==> config.mk <==
export PLATFORM = sky130hd
export DESIGN_NAME = pooling_window_2d
export DESIGN_NICKNAME = d
export VERILOG_FILES = /design/src/hdl/pwin_pkg.sv /design/src/hdl/pwin_div.sv /design/src/hdl/pooling_window_2d.sv
export SDC_FILE = /design/constraint.sdc
export NUM_CORES = 2
export LEC_CHECK = 0
export BUFFER_PORTS_ARGS = -buffer_cell sky130_fd_sc_hd__buf_2
export CAP_MARGIN = 40
export CORE_UTILIZATION = 35
export CTS_CLUSTER_SIZE = 16
export DETAILED_ROUTE_END_ITERATION = 8
export GPL_TIMING_DRIVEN = 0
export PLACE_DENSITY_LB_ADDON = 0.2
export RECOVER_POWER = 50
export REMOVE_ABC_BUFFERS = 1
export SLEW_MARGIN = 20
export SYNTH_ARGS = -nofsm -noshare
export SYNTH_HDL_FRONTEND = slang
export SYNTH_SLANG_ARGS = --single-unit
==> constraint.sdc <==
create_clock -name clk -period 5.3 [get_ports clk]
set_input_delay 0.53 -clock clk [delete_from_list [all_inputs] [get_ports clk]]
set_output_delay 0.53 -clock clk [all_outputs]
set_load 0.01 [all_outputs]
==> src/hdl/pwin_pkg.sv <==
// Shared types and constants for the 2-D pooling window block.
// Holds the sequencer state type, pooling mode codes and register indexes.
// Depends on nothing; imported by the top level and the testbench.
package pwin_pkg;

  localparam int MODE_BITS      = 2;
  localparam int WIN_BITS       = 3;
  localparam int SIZE_BITS      = 7;
  localparam int POS_BITS       = 6;
  localparam int CFG_INDEX_BITS = 3;
  localparam int CFG_DATA_BITS  = 7;

  localparam logic [MODE_BITS-1:0] MODE_MAX = 2'd0;
  localparam logic [MODE_BITS-1:0] MODE_MIN = 2'd1;
  localparam logic [MODE_BITS-1:0] MODE_AVG = 2'd2;

  localparam logic [CFG_INDEX_BITS-1:0] REG_POOL_MODE    = 3'd0;
  localparam logic [CFG_INDEX_BITS-1:0] REG_WINDOW_SIZE  = 3'd1;
  localparam logic [CFG_INDEX_BITS-1:0] REG_STEP_SIZE    = 3'd2;
  localparam logic [CFG_INDEX_BITS-1:0] REG_PLANE_WIDTH  = 3'd3;
  localparam logic [CFG_INDEX_BITS-1:0] REG_PLANE_HEIGHT = 3'd4;

  localparam logic [WIN_BITS-1:0]  RST_WINDOW_SIZE  = 3'd2;
  localparam logic [WIN_BITS-1:0]  RST_STEP_SIZE    = 3'd2;
  localparam logic [SIZE_BITS-1:0] RST_PLANE_WIDTH  = 7'd28;
  localparam logic [SIZE_BITS-1:0] RST_PLANE_HEIGHT = 7'd28;

  typedef enum logic [2:0] {
    ST_IDLE,
    ST_DIV,
    ST_READ,
    ST_DRAIN,
    ST_AVGGO,
    ST_AVG,
    ST_FINISH
  } state_t;

endpackage

==> src/hdl/pwin_div.sv <==
// Unsigned restoring divider that retires one quotient bit per cycle.
// Used for window positions and for the average; no package dependency.
module pwin_div #(
  parameter int N = 8,
  parameter int D = 4
) (
  input  logic         clk,
  input  logic         rst,
  input  logic         start,
  input  logic [N-1:0] num,
  input  logic [D-1:0] den,
  output logic         done,
  output logic [N-1:0] quo,
  output logic [D-1:0] rem
);

  localparam int CNT_BITS = $clog2(N + 1);

  logic [CNT_BITS-1:0] cnt;
  logic                busy;
  logic [D:0]          trial;
  logic [D:0]          diff;
  logic                ge;

  assign trial = {rem, quo[N-1]};
  assign ge    = trial >= {1'b0, den};
  assign diff  = trial - {1'b0, den};

  always_ff @(posedge clk) begin
    if (rst) begin
      busy <= 1'b0;
      done <= 1'b0;
      cnt  <= '0;
    end else begin
      done <= 1'b0;
      if (start) begin
        busy <= 1'b1;
        cnt  <= CNT_BITS'(N);
      end else if (busy) begin
        cnt <= cnt - CNT_BITS'(1);
        if (cnt == CNT_BITS'(1)) begin
          busy <= 1'b0;
          done <= 1'b1;
        end
      end
    end
  end

  always_ff @(posedge clk) begin
    if (start) begin
      quo <= num;
      rem <= '0;
    end else if (busy) begin
      quo <= {quo[N-2:0], ge};
      rem <= ge ? diff[D-1:0] : trial[D-1:0];
    end
  end

endmodule

==> src/hdl/pooling_window_2d.sv <==
// Top level of the 2-D pooling window block: line store, sequencer, accumulator.
// Depends on pwin_pkg and on pwin_div for positions and the average.
//
// Pixels arrive on the input channel (in_valid, in_ready, pixel_in) in raster
// order, one plane after another. Results leave on the output channel
// (out_valid, out_ready, pooled_value, out_row, out_col, plane_done), one beat
// for each full window whose origin lies on the stride grid.
// Configuration is written through cfg_write, cfg_index and cfg_data while idle.
// A pixel that cannot close a window leaves the sequencer idle. A pixel past the
// first window row and column runs the position divider. A pixel that closes a
// window then reads the window one store entry per cycle through the single
// read port; for average, the sum divider then retires one bit per cycle.
// The result beat appears on the cycle after the sequencer finishes.
// The output register holds a result while the receiver stalls; the next pixel
// is still accepted, and the sequencer waits only if a new result is ready
// before the old beat is taken.
// Synchronous reset restores the register defaults and clears the row, column
// and slot counters; the line store holds undefined data until written.
module pooling_window_2d #(
  parameter int MAX_WIDTH  = 64,
  parameter int MAX_WINDOW = 4,
  parameter int PIXEL_BITS = 16
) (
  input  logic                                 clk,
  input  logic                                 rst,
  input  logic                                 cfg_write,
  input  logic [pwin_pkg::CFG_INDEX_BITS-1:0]  cfg_index,
  input  logic [pwin_pkg::CFG_DATA_BITS-1:0]   cfg_data,
  input  logic                                 in_valid,
  output logic                                 in_ready,
  input  logic signed [PIXEL_BITS-1:0]         pixel_in,
  output logic                                 out_valid,
  input  logic                                 out_ready,
  output logic signed [PIXEL_BITS-1:0]         pooled_value,
  output logic [pwin_pkg::POS_BITS-1:0]        out_row,
  output logic [pwin_pkg::POS_BITS-1:0]        out_col,
  output logic                                 plane_done
);

  import pwin_pkg::*;

  localparam int SLOT_BITS    = $clog2(MAX_WINDOW);
  localparam int DEPTH        = MAX_WINDOW * MAX_WIDTH;
  localparam int ADDR_BITS    = $clog2(DEPTH);
  localparam int SUM_BITS     = PIXEL_BITS + $clog2(MAX_WINDOW * MAX_WINDOW);
  localparam int AREA_BITS    = 2 * WIN_BITS;
  localparam int W_LIMIT_INT  = (MAX_WIDTH < 127) ? MAX_WIDTH : 127;
  localparam int WS_LIMIT_INT = (MAX_WINDOW < 7) ? MAX_WINDOW : 7;

  localparam logic [SIZE_BITS-1:0] W_LIMIT    = SIZE_BITS'(W_LIMIT_INT);
  localparam logic [WIN_BITS-1:0]  WS_LIMIT   = WIN_BITS'(WS_LIMIT_INT);
  localparam logic [SLOT_BITS-1:0] SLOT_LAST  = SLOT_BITS'(MAX_WINDOW - 1);
  localparam logic [ADDR_BITS-1:0] ROW_STRIDE = ADDR_BITS'(MAX_WIDTH);

  logic [MODE_BITS-1:0] pool_mode;
  logic [WIN_BITS-1:0]  window_size;
  logic [WIN_BITS-1:0]  step_size;
  logic [SIZE_BITS-1:0] plane_width;
  logic [SIZE_BITS-1:0] plane_height;

  logic [WIN_BITS-1:0]  ws;
  logic [WIN_BITS-1:0]  ws_m1;
  logic [WIN_BITS-1:0]  st;
  logic [SIZE_BITS-1:0] w_eff;
  logic [SIZE_BITS-1:0] h_eff;
  logic [AREA_BITS-1:0] area;

  logic [POS_BITS-1:0]  row_count;
  logic [SIZE_BITS-1:0] col_count;
  logic [SLOT_BITS-1:0] row_slot;
  logic [POS_BITS:0]    row_inc;
  logic [SIZE_BITS:0]   col_inc;

  state_t state;
  state_t state_next;

  logic accept;
  logic cand;
  logic pos_start;
  logic rd_en;
  logic rd_last;
  logic sum_start;
  logic load_out;

  logic [SIZE_BITS-1:0] rnum_in;
  logic [SIZE_BITS-1:0] cnum_in;
  logic [SIZE_BITS-1:0] rnum;
  logic [SIZE_BITS-1:0] cnum;
  logic [SIZE_BITS-1:0] pix_col;
  logic [SLOT_BITS-1:0] pix_slot;

  logic                 row_done;
  logic                 col_done;
  logic [SIZE_BITS-1:0] row_quo;
  logic [SIZE_BITS-1:0] col_quo;
  logic [WIN_BITS-1:0]  row_rem;
  logic [WIN_BITS-1:0]  col_rem;

  logic [SIZE_BITS:0] hspan;
  logic [SIZE_BITS:0] wspan;
  logic               last_now;
  logic               plane_last;

  logic [PIXEL_BITS-1:0] store [DEPTH];
  logic [ADDR_BITS-1:0]  wr_addr;
  logic [ADDR_BITS-1:0]  rd_addr;
  logic [PIXEL_BITS-1:0] rd_data;
  logic                  rd_vld;

  logic [WIN_BITS-1:0]  kk;
  logic [WIN_BITS-1:0]  jj;
  logic [SLOT_BITS-1:0] rslot;
  logic [SIZE_BITS-1:0] rcol;

  logic signed [SUM_BITS-1:0] acc;
  logic signed [SUM_BITS-1:0] rd_ext;
  logic                       acc_first;
  logic [SUM_BITS-1:0]        acc_mag;
  logic                       sum_done;
  logic [SUM_BITS-1:0]        sum_quo;
  logic [SUM_BITS-1:0]        avg_val;
  logic [PIXEL_BITS-1:0]      result;

  always_comb begin
    if (window_size == '0) begin
      ws = WIN_BITS'(1);
    end else if (window_size > WS_LIMIT) begin
      ws = WS_LIMIT;
    end else begin
      ws = window_size;
    end
    st = (step_size == '0) ? WIN_BITS'(1) : step_size;
    if (plane_width == '0) begin
      w_eff = SIZE_BITS'(1);
    end else if (plane_width > W_LIMIT) begin
      w_eff = W_LIMIT;
    end else begin
      w_eff = plane_width;
    end
    if (plane_height == '0) begin
      h_eff = SIZE_BITS'(1);
    end else if (plane_height > W_LIMIT) begin
      h_eff = W_LIMIT;
    end else begin
      h_eff = plane_height;
    end
  end

  assign ws_m1   = ws - WIN_BITS'(1);
  assign area    = AREA_BITS'(ws) * AREA_BITS'(ws);
  assign row_inc = {1'b0, row_count} + (POS_BITS + 1)'(1);
  assign col_inc = {1'b0, col_count} + (SIZE_BITS + 1)'(1);
  assign cand    = (row_inc >= (POS_BITS + 1)'(ws)) && (col_inc >= (SIZE_BITS + 1)'(ws));
  assign rnum_in = SIZE_BITS'(row_inc - (POS_BITS + 1)'(ws));
  assign cnum_in = SIZE_BITS'(col_inc - (SIZE_BITS + 1)'(ws));
  assign accept  = in_valid && in_ready;

  always_ff @(posedge clk) begin
    if (rst) begin
      pool_mode    <= MODE_MAX;
      window_size  <= RST_WINDOW_SIZE;
      step_size    <= RST_STEP_SIZE;
      plane_width  <= RST_PLANE_WIDTH;
      plane_height <= RST_PLANE_HEIGHT;
    end else if (cfg_write) begin
      case (cfg_index)
        REG_POOL_MODE:    pool_mode    <= cfg_data[MODE_BITS-1:0];
        REG_WINDOW_SIZE:  window_size  <= cfg_data[WIN_BITS-1:0];
        REG_STEP_SIZE:    step_size    <= cfg_data[WIN_BITS-1:0];
        REG_PLANE_WIDTH:  plane_width  <= cfg_data;
        REG_PLANE_HEIGHT: plane_height <= cfg_data;
        default: ;
      endcase
    end
  end

  always_ff @(posedge clk) begin
    if (rst) begin
      row_count <= '0;
      col_count <= '0;
      row_slot  <= '0;
    end else if (accept) begin
      if (col_inc >= {1'b0, w_eff}) begin
        col_count <= '0;
        if ({1'b0, row_inc} >= {1'b0, h_eff}) begin
          row_count <= '0;
          row_slot  <= '0;
        end else begin
          row_count <= row_inc[POS_BITS-1:0];
          row_slot  <= (row_slot == SLOT_LAST) ? '0 : row_slot + SLOT_BITS'(1);
        end
      end else begin
        col_count <= col_inc[SIZE_BITS-1:0];
      end
    end
  end

  always_ff @(posedge clk) begin
    if (accept) begin
      rnum     <= rnum_in;
      cnum     <= cnum_in;
      pix_col  <= col_count;
      pix_slot <= row_slot;
    end
  end

  always_ff @(posedge clk) begin
    if (rst) begin
      state <= ST_IDLE;
    end else begin
      state <= state_next;
    end
  end

  always_comb begin
    state_next = state;
    case (state)
      ST_IDLE: begin
        if (accept && cand) begin
          state_next = ST_DIV;
        end
      end
      ST_DIV: begin
        if (row_done) begin
          state_next = (row_rem == '0 && col_rem == '0) ? ST_READ : ST_IDLE;
        end
      end
      ST_READ: begin
        if (rd_last) begin
          state_next = ST_DRAIN;
        end
      end
      ST_DRAIN: begin
        state_next = (pool_mode == MODE_AVG) ? ST_AVGGO : ST_FINISH;
      end
      ST_AVGGO: begin
        state_next = ST_AVG;
      end
      ST_AVG: begin
        if (sum_done) begin
          state_next = ST_FINISH;
        end
      end
      ST_FINISH: begin
        if (!out_valid || out_ready) begin
          state_next = ST_IDLE;
        end
      end
      default: state_next = ST_IDLE;
    endcase
  end

  always_comb begin
    in_ready  = 1'b0;
    rd_en     = 1'b0;
    sum_start = 1'b0;
    load_out  = 1'b0;
    case (state)
      ST_IDLE:   in_ready  = 1'b1;
      ST_READ:   rd_en     = 1'b1;
      ST_AVGGO:  sum_start = 1'b1;
      ST_FINISH: load_out  = !out_valid || out_ready;
      default: ;
    endcase
  end

  assign pos_start = accept && cand;
  assign rd_last   = (kk == ws_m1) && (jj == ws_m1);

  pwin_div #(
    .N(SIZE_BITS),
    .D(WIN_BITS)
  ) u_row_div (
    .clk(clk),
    .rst(rst),
    .start(pos_start),
    .num(rnum_in),
    .den(st),
    .done(row_done),
    .quo(row_quo),
    .rem(row_rem)
  );

  pwin_div #(
    .N(SIZE_BITS),
    .D(WIN_BITS)
  ) u_col_div (
    .clk(clk),
    .rst(rst),
    .start(pos_start),
    .num(cnum_in),
    .den(st),
    .done(col_done),
    .quo(col_quo),
    .rem(col_rem)
  );

  assign hspan    = {1'b0, h_eff} - (SIZE_BITS + 1)'(ws);
  assign wspan    = {1'b0, w_eff} - (SIZE_BITS + 1)'(ws);
  assign last_now = (h_eff >= SIZE_BITS'(ws)) && (w_eff >= SIZE_BITS'(ws)) &&
                    ({1'b0, rnum} <= hspan) &&
                    (hspan < {1'b0, rnum} + (SIZE_BITS + 1)'(st)) &&
                    ({1'b0, cnum} <= wspan) &&
                    (wspan < {1'b0, cnum} + (SIZE_BITS + 1)'(st));

  always_ff @(posedge clk) begin
    if (state == ST_DIV && row_done) begin
      plane_last <= last_now;
    end
  end

  assign wr_addr = ADDR_BITS'(row_slot) * ROW_STRIDE + ADDR_BITS'(col_count);
  assign rd_addr = ADDR_BITS'(rslot) * ROW_STRIDE + ADDR_BITS'(rcol);

  always_ff @(posedge clk) begin
    if (accept) begin
      store[wr_addr] <= pixel_in;
    end
    if (rd_en) begin
      rd_data <= store[rd_addr];
    end
  end

  always_ff @(posedge clk) begin
    if (rst) begin
      rd_vld <= 1'b0;
    end else begin
      rd_vld <= rd_en;
    end
  end

  always_ff @(posedge clk) begin
    if (state == ST_DIV) begin
      kk    <= '0;
      jj    <= '0;
      rslot <= pix_slot;
      rcol  <= pix_col;
    end else if (rd_en) begin
      if (jj == ws_m1) begin
        jj    <= '0;
        kk    <= kk + WIN_BITS'(1);
        rslot <= (rslot == '0) ? SLOT_LAST : rslot - SLOT_BITS'(1);
        rcol  <= pix_col;
      end else begin
        jj   <= jj + WIN_BITS'(1);
        rcol <= rcol - SIZE_BITS'(1);
      end
    end
  end

  assign rd_ext = {{(SUM_BITS - PIXEL_BITS){rd_data[PIXEL_BITS-1]}}, rd_data};

  always_ff @(posedge clk) begin
    if (state == ST_DIV) begin
      acc_first <= 1'b1;
    end else if (rd_vld) begin
      acc_first <= 1'b0;
      if (acc_first) begin
        acc <= rd_ext;
      end else begin
        case (pool_mode)
          MODE_MIN: begin
            if (rd_ext < acc) begin
              acc <= rd_ext;
            end
          end
          MODE_AVG: acc <= acc + rd_ext;
          default: begin
            if (rd_ext > acc) begin
              acc <= rd_ext;
            end
          end
        endcase
      end
    end
  end

  assign acc_mag = acc[SUM_BITS-1] ? SUM_BITS'(-acc) : SUM_BITS'(acc);

  pwin_div #(
    .N(SUM_BITS),
    .D(AREA_BITS)
  ) u_sum_div (
    .clk(clk),
    .rst(rst),
    .start(sum_start),
    .num(acc_mag),
    .den(area),
    .done(sum_done),
    .quo(sum_quo),
    .rem()
  );

  assign avg_val = acc[SUM_BITS-1] ? (~sum_quo + SUM_BITS'(1)) : sum_quo;
  assign result  = (pool_mode == MODE_AVG) ? avg_val[PIXEL_BITS-1:0] : acc[PIXEL_BITS-1:0];

  always_ff @(posedge clk) begin
    if (rst) begin
      out_valid <= 1'b0;
    end else if (load_out) begin
      out_valid <= 1'b1;
    end else if (out_ready) begin
      out_valid <= 1'b0;
    end
  end

  always_ff @(posedge clk) begin
    if (load_out) begin
      pooled_value <= result;
      out_row      <= row_quo[POS_BITS-1:0];
      out_col      <= col_quo[POS_BITS-1:0];
      plane_done   <= plane_last;
    end
  end

`ifndef SYNTH
  a_pos_div_lockstep: assert property (@(posedge clk) disable iff (rst)
    row_done == col_done)
    else $error("Row and column position dividers finished apart.");

  a_short_pixel: assert property (@(posedge clk) disable iff (rst)
    (accept && !cand) |=> in_ready)
    else $error("A pixel that closes no window held the input channel.");

  a_read_window: assert property (@(posedge clk) disable iff (rst)
    rd_vld |-> (state == ST_READ || state == ST_DRAIN))
    else $error("Store read data arrived outside the window read.");

  a_sum_done_state: assert property (@(posedge clk) disable iff (rst)
    sum_done |-> state == ST_AVG)
    else $error("Average divider finished while the sequencer was elsewhere.");

  a_load_shows: assert property (@(posedge clk) disable iff (rst)
    load_out |=> out_valid)
    else $error("A loaded result beat was not offered.");
`endif

endmodule

# ---- Yosys cells after proc, flatten, opt, wreduce, memory -nomap -nowiden
# Memories as Yosys holds them, arrays and structs flattened. A register that Yosys moved wholly into a read port is not among the register bits.
# Index checks and enable logic that the tools add are counted.
dict set report totals {
  wordCells 224
  ff_bits 193
  inputBits 31
  n_memories 1
  ram_bits 4096
}
dict set report op_classes {
  reduce_logical 42
  bitwise 4
  order_cmp 18
  eq_ne 24
  mux 68
  addsub 25
  multipliers 1
}
# memory depth word_bits read_ports rd_ports_with_merged_regs write_ports line_no
set mem_list {}
lappend mem_list {store 256 16 1 1 1 pooling_window_2d.sv:104} ;# logic [PIXEL_BITS-1:0] store [DEPTH];
# op count
set ops {}
lappend ops {{20-bit 2-to-1 mux} 6}
lappend ops {{7-bit 2-to-1 mux} 12}
lappend ops {{3-bit 2-to-1 mux} 15}
lappend ops {{20-bit one-hot mux with 2 select lines} 1}
lappend ops {{16-bit 2-to-1 mux} 2}
lappend ops {{7-bit by 3-bit >= comparator with 1-bit output} 3}
lappend ops {{3-bit one-hot mux with 7 select lines} 1}
lappend ops {{20-bit by 16-bit adder with 20-bit output} 1}
lappend ops {{16-bit by 20-bit greater-than comparator with 1-bit output} 1}
lappend ops {{16-bit by 20-bit < comparator with 1-bit output} 1}
lappend ops {{20-bit negation} 1}
lappend ops {{1-bit 2-to-1 mux} 19}
lappend ops {{3-bit logical NOT} 6}
lappend ops {{16-bit by 1-bit adder with 16-bit output, second input constant} 1}
lappend ops {{7-bit by 3-bit adder with 8-bit output} 2}
lappend ops {{8-bit by 7-bit adder with 8-bit output} 2}
lappend ops {{7-bit by 8-bit less-or-equal comparator with 1-bit output} 2}
lappend ops {{8-bit < comparator} 2}
lappend ops {{2-bit 2-to-1 mux} 8}
lappend ops {{16-bit inverter} 1}
lappend ops {{2-bit AND reduction} 8}
lappend ops {{7-bit by 3-bit subtractor with 8-bit output} 2}
lappend ops {{7-bit greater-than comparator, second input constant} 2}
lappend ops {{7-bit logical NOT} 2}
lappend ops {{41 further kinds} 81}

# ---- Depth between registers and ports, before layout
dict set report depth {
  depth_word 9
  depth_mapped 17
}

# ---- Modules after synthesis
# A second synthesis with hierarchy kept.
dict set report unflattened {
  cells_unflattened 7854
  hier_area_um2 170188.2
}
# module n_inst area_per_inst_um2 cells_per_inst seq_area_each_um2
set modules_own_cells {}
lappend modules_own_cells {pooling_window_2d 1 166895.1 7557 126921.7}
lappend modules_own_cells {{pwin_div (u_sum_div)} 1 1736.7 151 860.8}
lappend modules_own_cells {{pwin_div (u_col_div ...)} 2 778.2 73 370.4}

# ---- Worst setup path after synthesis
# No wires, ideal clock.
dict set report synth_timing {
  kind {register to register}
  startpoint {register rd_data[15] (read register of store)}
  endpoint {register acc[0], enable pin}
  setup_ps 435
  slack_ps 1114
  required_ps 4865
  t_arrival_ps 3752
  path_stages_with_launch 9
  period_less_slack_ps 4186
  cell_sequence {edfxtp_1 -> ha_1 -> nand3_1 -> or3_1 -> or3_1 -> nand4_1 -> o21ai_0 -> a21o_1 -> a311oi_1}
}
dict set report synth_via {
  elab_chain_len 3
}
# element line_no
set synth_rtl {}
lappend synth_rtl {{start: declaration} pooling_window_2d.sv:107} ;# logic [PIXEL_BITS-1:0] rd_data;
lappend synth_rtl {{16-bit by 20-bit < comparator with 1-bit output or 16-bit by 20-bit greater-than comparator with 1-bit output (tied branches)} {pooling_window_2d.sv:363, pooling_window_2d.sv:369}}
lappend synth_rtl {{3-bit inequality test (no source line) or 4-bit nonzero test (tied branches)} -}
lappend synth_rtl {{4-bit AND reduction (no source line) *} -}
lappend synth_rtl {{end signal: assignment} pooling_window_2d.sv:364} ;# acc <= rd_ext;
lappend synth_rtl {{end signal: assignment} pooling_window_2d.sv:367} ;# MODE_AVG: acc <= acc + rd_ext;
lappend synth_rtl {{end signal: assignment} pooling_window_2d.sv:370} ;# acc <= rd_ext;
lappend synth_rtl {{end: declaration} pooling_window_2d.sv:115} ;# logic signed [SUM_BITS-1:0] acc;
# Every way passes the cells marked *; elsewhere a longest branch is shown, timed or not.
# A chain may end at the register's enable or synchronous reset.

# ---- Worst setup path after layout
dict set report layout_timing {
  startpoint {register rcol[1]}
  endpoint {register rd_data[13] (read register of store), data pin}
}
dict set report layout_via {
  elab_chain_len 1
}
# element line_no
set layout_rtl {}
lappend layout_rtl {{start: declaration} pooling_window_2d.sv:113} ;# logic [SIZE_BITS-1:0] rcol;
lappend layout_rtl {{start signal: assignment} pooling_window_2d.sv:337} ;# rcol <= pix_col;
lappend layout_rtl {{start signal: assignment} pooling_window_2d.sv:343} ;# rcol <= pix_col;
lappend layout_rtl {{start signal: assignment} pooling_window_2d.sv:346} ;# rcol <= rcol - SIZE_BITS'(1);
lappend layout_rtl {{8-bit by 7-bit adder with 8-bit output} pooling_window_2d.sv:313} ;# assign rd_addr = ADDR_BITS'(rslot) * ROW_STRIDE + ADDR_BITS'(rcol);
# Every way passes these cells.

==> flow_metrics.py <==
metrics = {
    "placed_design": {
        "hpwlAfterDp_mm": 334,
        "port-buffer-count": 61,
        "place_area_um2": 189000,
        "dp_cells": 15500,
        "place.gp.congestion": 0.785,
    },
    "hold_path": {
        "holdPathEnd": "plane_height[5]",
        "whs_path_depth": 4,
        "min-delay-start": "cfg_write",
        "hp-class": "input port to register",
    },
    "synth": {
        "yosysMostFrequentCell": "edfxtp_1",
        "synth_top_cell_area_share_pct": 73.4,
        "synth_seq_area_share_pct": 74.3,
        "synth_adder_area_share_pct": 1.09,
        "synthArstFlopShare_pct": 0,
        "synth_edf_count": 4228,
        "syn_area_per_cell_um2": 19.4,
        "synthCells": 8893,
        "synth_compound_area_share_pct": 4.64,
        "synth_top_family_by_area": "multiplexers",
        "yosys.area_share.simple_pct": 2.76,
        "synth_ff_type": "edfxtp_1",
        "ys_warn_count": 0,
        "synth.distinct_cells": 82,
        "netlist_area_um2": 173000,
        "synth_mux_area_share_pct": 13.9,
        "yosys.area.top_type": "edfxtp_1",
        "synth.top_cells.by_count": "edfxtp_1, mux2i_1, mux4_2, nor2_1, a21oi_1",
        "synthTopCellsByArea": "edfxtp_1, mux4_2, mux2i_1",
        "ys_ff_latch": 4305,
        "synthXorXnorAreaFrac_pct": 0.583,
    },
    "sta": {
        "fin_skew_ns": 0.0498,
        "max_freq_mhz": 188,
        "slew_headroom_pct": -253,
        "layout_min_cycle_time_ns": 5.31,
        "finalHoldViolCount": 0,
        "worstMarginPinSlew_ns": 5.30,
        "finalCritPeriodShare_pct": 100,
        "slew_viol_final": 2155,
        "layout_setup_ws_ns": -0.0108,
        "whs_ns": 0.102,
        "setup_violations": 1,
    },
    "worst_setup_path": {
        "start_kind": "register",
        "worstReg2RegStart": "rcol[1]",
        "crit_type": "register to register",
        "cpPeakStageDelay_ns": 0.71,
        "cp-end-kind": "register",
        "r2r-end": "rd_data[13]",
        "required_ns": 6.01,
        "critPathMostFrequentCell": "buf_8",
        "reg2reg_setup_slack_ns": -0.01,
        "critical_path.max_fanout": 14,
        "path_cells": "buf_6, buf_8, buf_16, buf_8, buf_16, buf_8, nand2b_4, buf_12, o22ai_1, o21ai_0, a21oi_1, nor4_1, o221ai_1, and3_1",
        "cp.arrival_ns": 6.02,
        "rr_worst_depth": 14,
        "cp_slowest_cell": "nor4_1",
    },
    "routing": {
        "wl_per_cell_um": 31.2,
        "routed_wl_mm": 511,
        "drc_errors": 0,
        "ant_nets": 0,
        "drt_iter0_drc": 9824,
        "dr_total_vias": 90600,
        "viasPerCell": 5.53,
        "drtPass1Iterations": 7,
    },
    "status": {
        "run_status": "finished with violations",
        "violations": "capacitance limit, slew limit, setup timing",
    },
    "pwr": {
        "clkPwrFrac_pct": 37.2,
        "p_seq_share_pct": 45.8,
        "comb_power_share_pct": 17.0,
        "swShare_pct": 26.7,
        "leakagePower_uw": 0.0655,
        "peakVddDrop_mv": 0.302,
        "p_switching_uw": 22100,
        "cellInternalPower_uw": 60600,
        "powerDensity_nw_per_um2": 407,
    },
    "clocking": {
        "numCtsBuffers": 447,
        "cts.sinks": 4305,
        "clk_latency_ns": 1.03,
        "cts-root-buf": "clkbuf_16",
        "cts.path.max_buffers": 4,
        "clk_pin_slew_worst_paths_ns": 0.06,
        "cts_tree": "built",
        "htree_num_levels": 5,
    },
    "global_routing": {
        "grt_use_met2_pct": 32.6,
        "top_usage_layer": "met2",
        "grt_pass1_wl_mm": 711,
        "grt_pass1_vias": 90800,
        "gr-total-overflow": 0,
        "gr-usage-met3_pct": 3.26,
        "grt_usage_pct": 20.0,
        "antenna_found_initial": 22,
        "met1_usage_pct": 27.9,
        "grt_max_degree": 121,
    },
    "floorplanning": {
        "rows": 257,
        "die_h_um": 705,
        "die_width_um": 705,
        "dieArea_um2": 497000,
        "fp.coreArea_um2": 491000,
        "ios": 62,
        "start_util_pct": 35.2,
    },
    "finish": {
        "drive_gt1_share_pct": 22.2,
        "area_growth_pct": 17.5,
        "final_net_count": 9695,
        "fin_area_um2": 203000,
        "final_cell_count_no_fill": 16400,
    },
    "flow_run": {
        "timing.max_cap.violations": 27,
    },
}
-- worst max-delay path by stage --
stage,start,endpoint,slack (ns),cells past startpoint
2_1_floorplan,rcol[0],rd_data[15],-46.91,7
3_3_place_gp,rcol[1],rd_data[6],-106.68,8
3_5_place_dp,rcol[0],rd_data[6],-1.25,23
4_1_cts,rcol[0],rd_data[7],0.01,18
5_1_grt,rcol[0],rd_data[4],-0.001,16
6_report,rcol[1],rd_data[13],-0.01,14
-- critical path, delay by kind of cell, from the launching register on --
| family | cells | cell delay [ns] |
|---|---|---|
| compound gates | 4 | 1.39 |
| buf+inv | 7 | 1.40 |
| flops | 1 | 0.65 |
| simple gates | 3 | 1.45 |
-- metal layers --
layer / share of wire, % / wire length (um)
met2: 47 / 242000
met1: 43 / 218000
met3: 6.8 / 34700
met4: 3.1 / 15800
met5: 0.0082 / 42
-- cells in the final DEF (no fill, tap or decap), drive strengths merged, types with 50 or more instances in the layout --
cell and instances:
xor2 50, xnor2 65, a21oi 331, o221ai 277, ha 136, clkbuf 620, nand3 68, dfxtp 77
edfxtp 4228, buf 553, nor2 470, inv 135, mux4 730, nor3 107, o21ai 168, clkinv 210
mux2i 693, nand2 252, o22ai 177
-- cell type report --
class	count	area (um^2)
fill	42900	288000
timing repair buffer	668	9780
multi-input combinational	3976	42000
inverter	121	473
clock inverter	271	2470
tap	6475	8100
antenna	9	22.5
sequential	4305	129000
clock buffer	548	11700
-- metrics by stage --
stage	setup WS (ns)	total power [uW]	util (%)	setup TNS [ns]
5_1_grt	-0.000984	85000	41.4	-0.000984
2_1_floorplan	-46.91	48100	-	-1032.72
3_5_place_dp	-1.25	52400	38.5	-8.12
6_report	-0.0108	82700	41.4	-0.0108
3_3_place_gp	-106.68	51600	36.1	-
4_1_cts	0.0116	83200	41.5	0
-- cells by family (layout without fill, tap and decap cells) --
kind of cell             after synthesis  in the layout
AO/OA/AOI/OAI                       1200           1200
XOR/XNOR                             115            115
adder cells (fa/ha/maj)              145            145
buffers and inverters                612           1608
flip-flops                          4305           4305
multiplexers                        1438           1438
other                                  1             10
AND/OR/NAND/NOR                     1077           1077
-- state kept, by name, indices dropped and copies added, names as in the netlist, 16 cells and up --
signal / flops
store: 4096
rd_data: 16
acc: 20
u_sum_div.quo: 20
pooled_value: 16
-- power groups by stage --
stage	registers, uW	clock network [uW]	logic [uW]
5_1_grt	37900	32500	14700
2_1_floorplan	39100	0	9010
3_3_place_gp	39600	0	12000
3_5_place_dp	38500	0	13900
4_1_cts	37800	31300	14100
6_report	37800	30800	14100
-- timing repair --
action	in CTS	in global routing
pin swaps	3	3
gates resized for setup	42	13
endpoints found under the hold margin	664	0
setup buffers	4	1
setup endpoints to repair	14	10
hold buffers	39	0
gates cloned	2	3
Note: power is estimated with default switching activity, not from simulation.
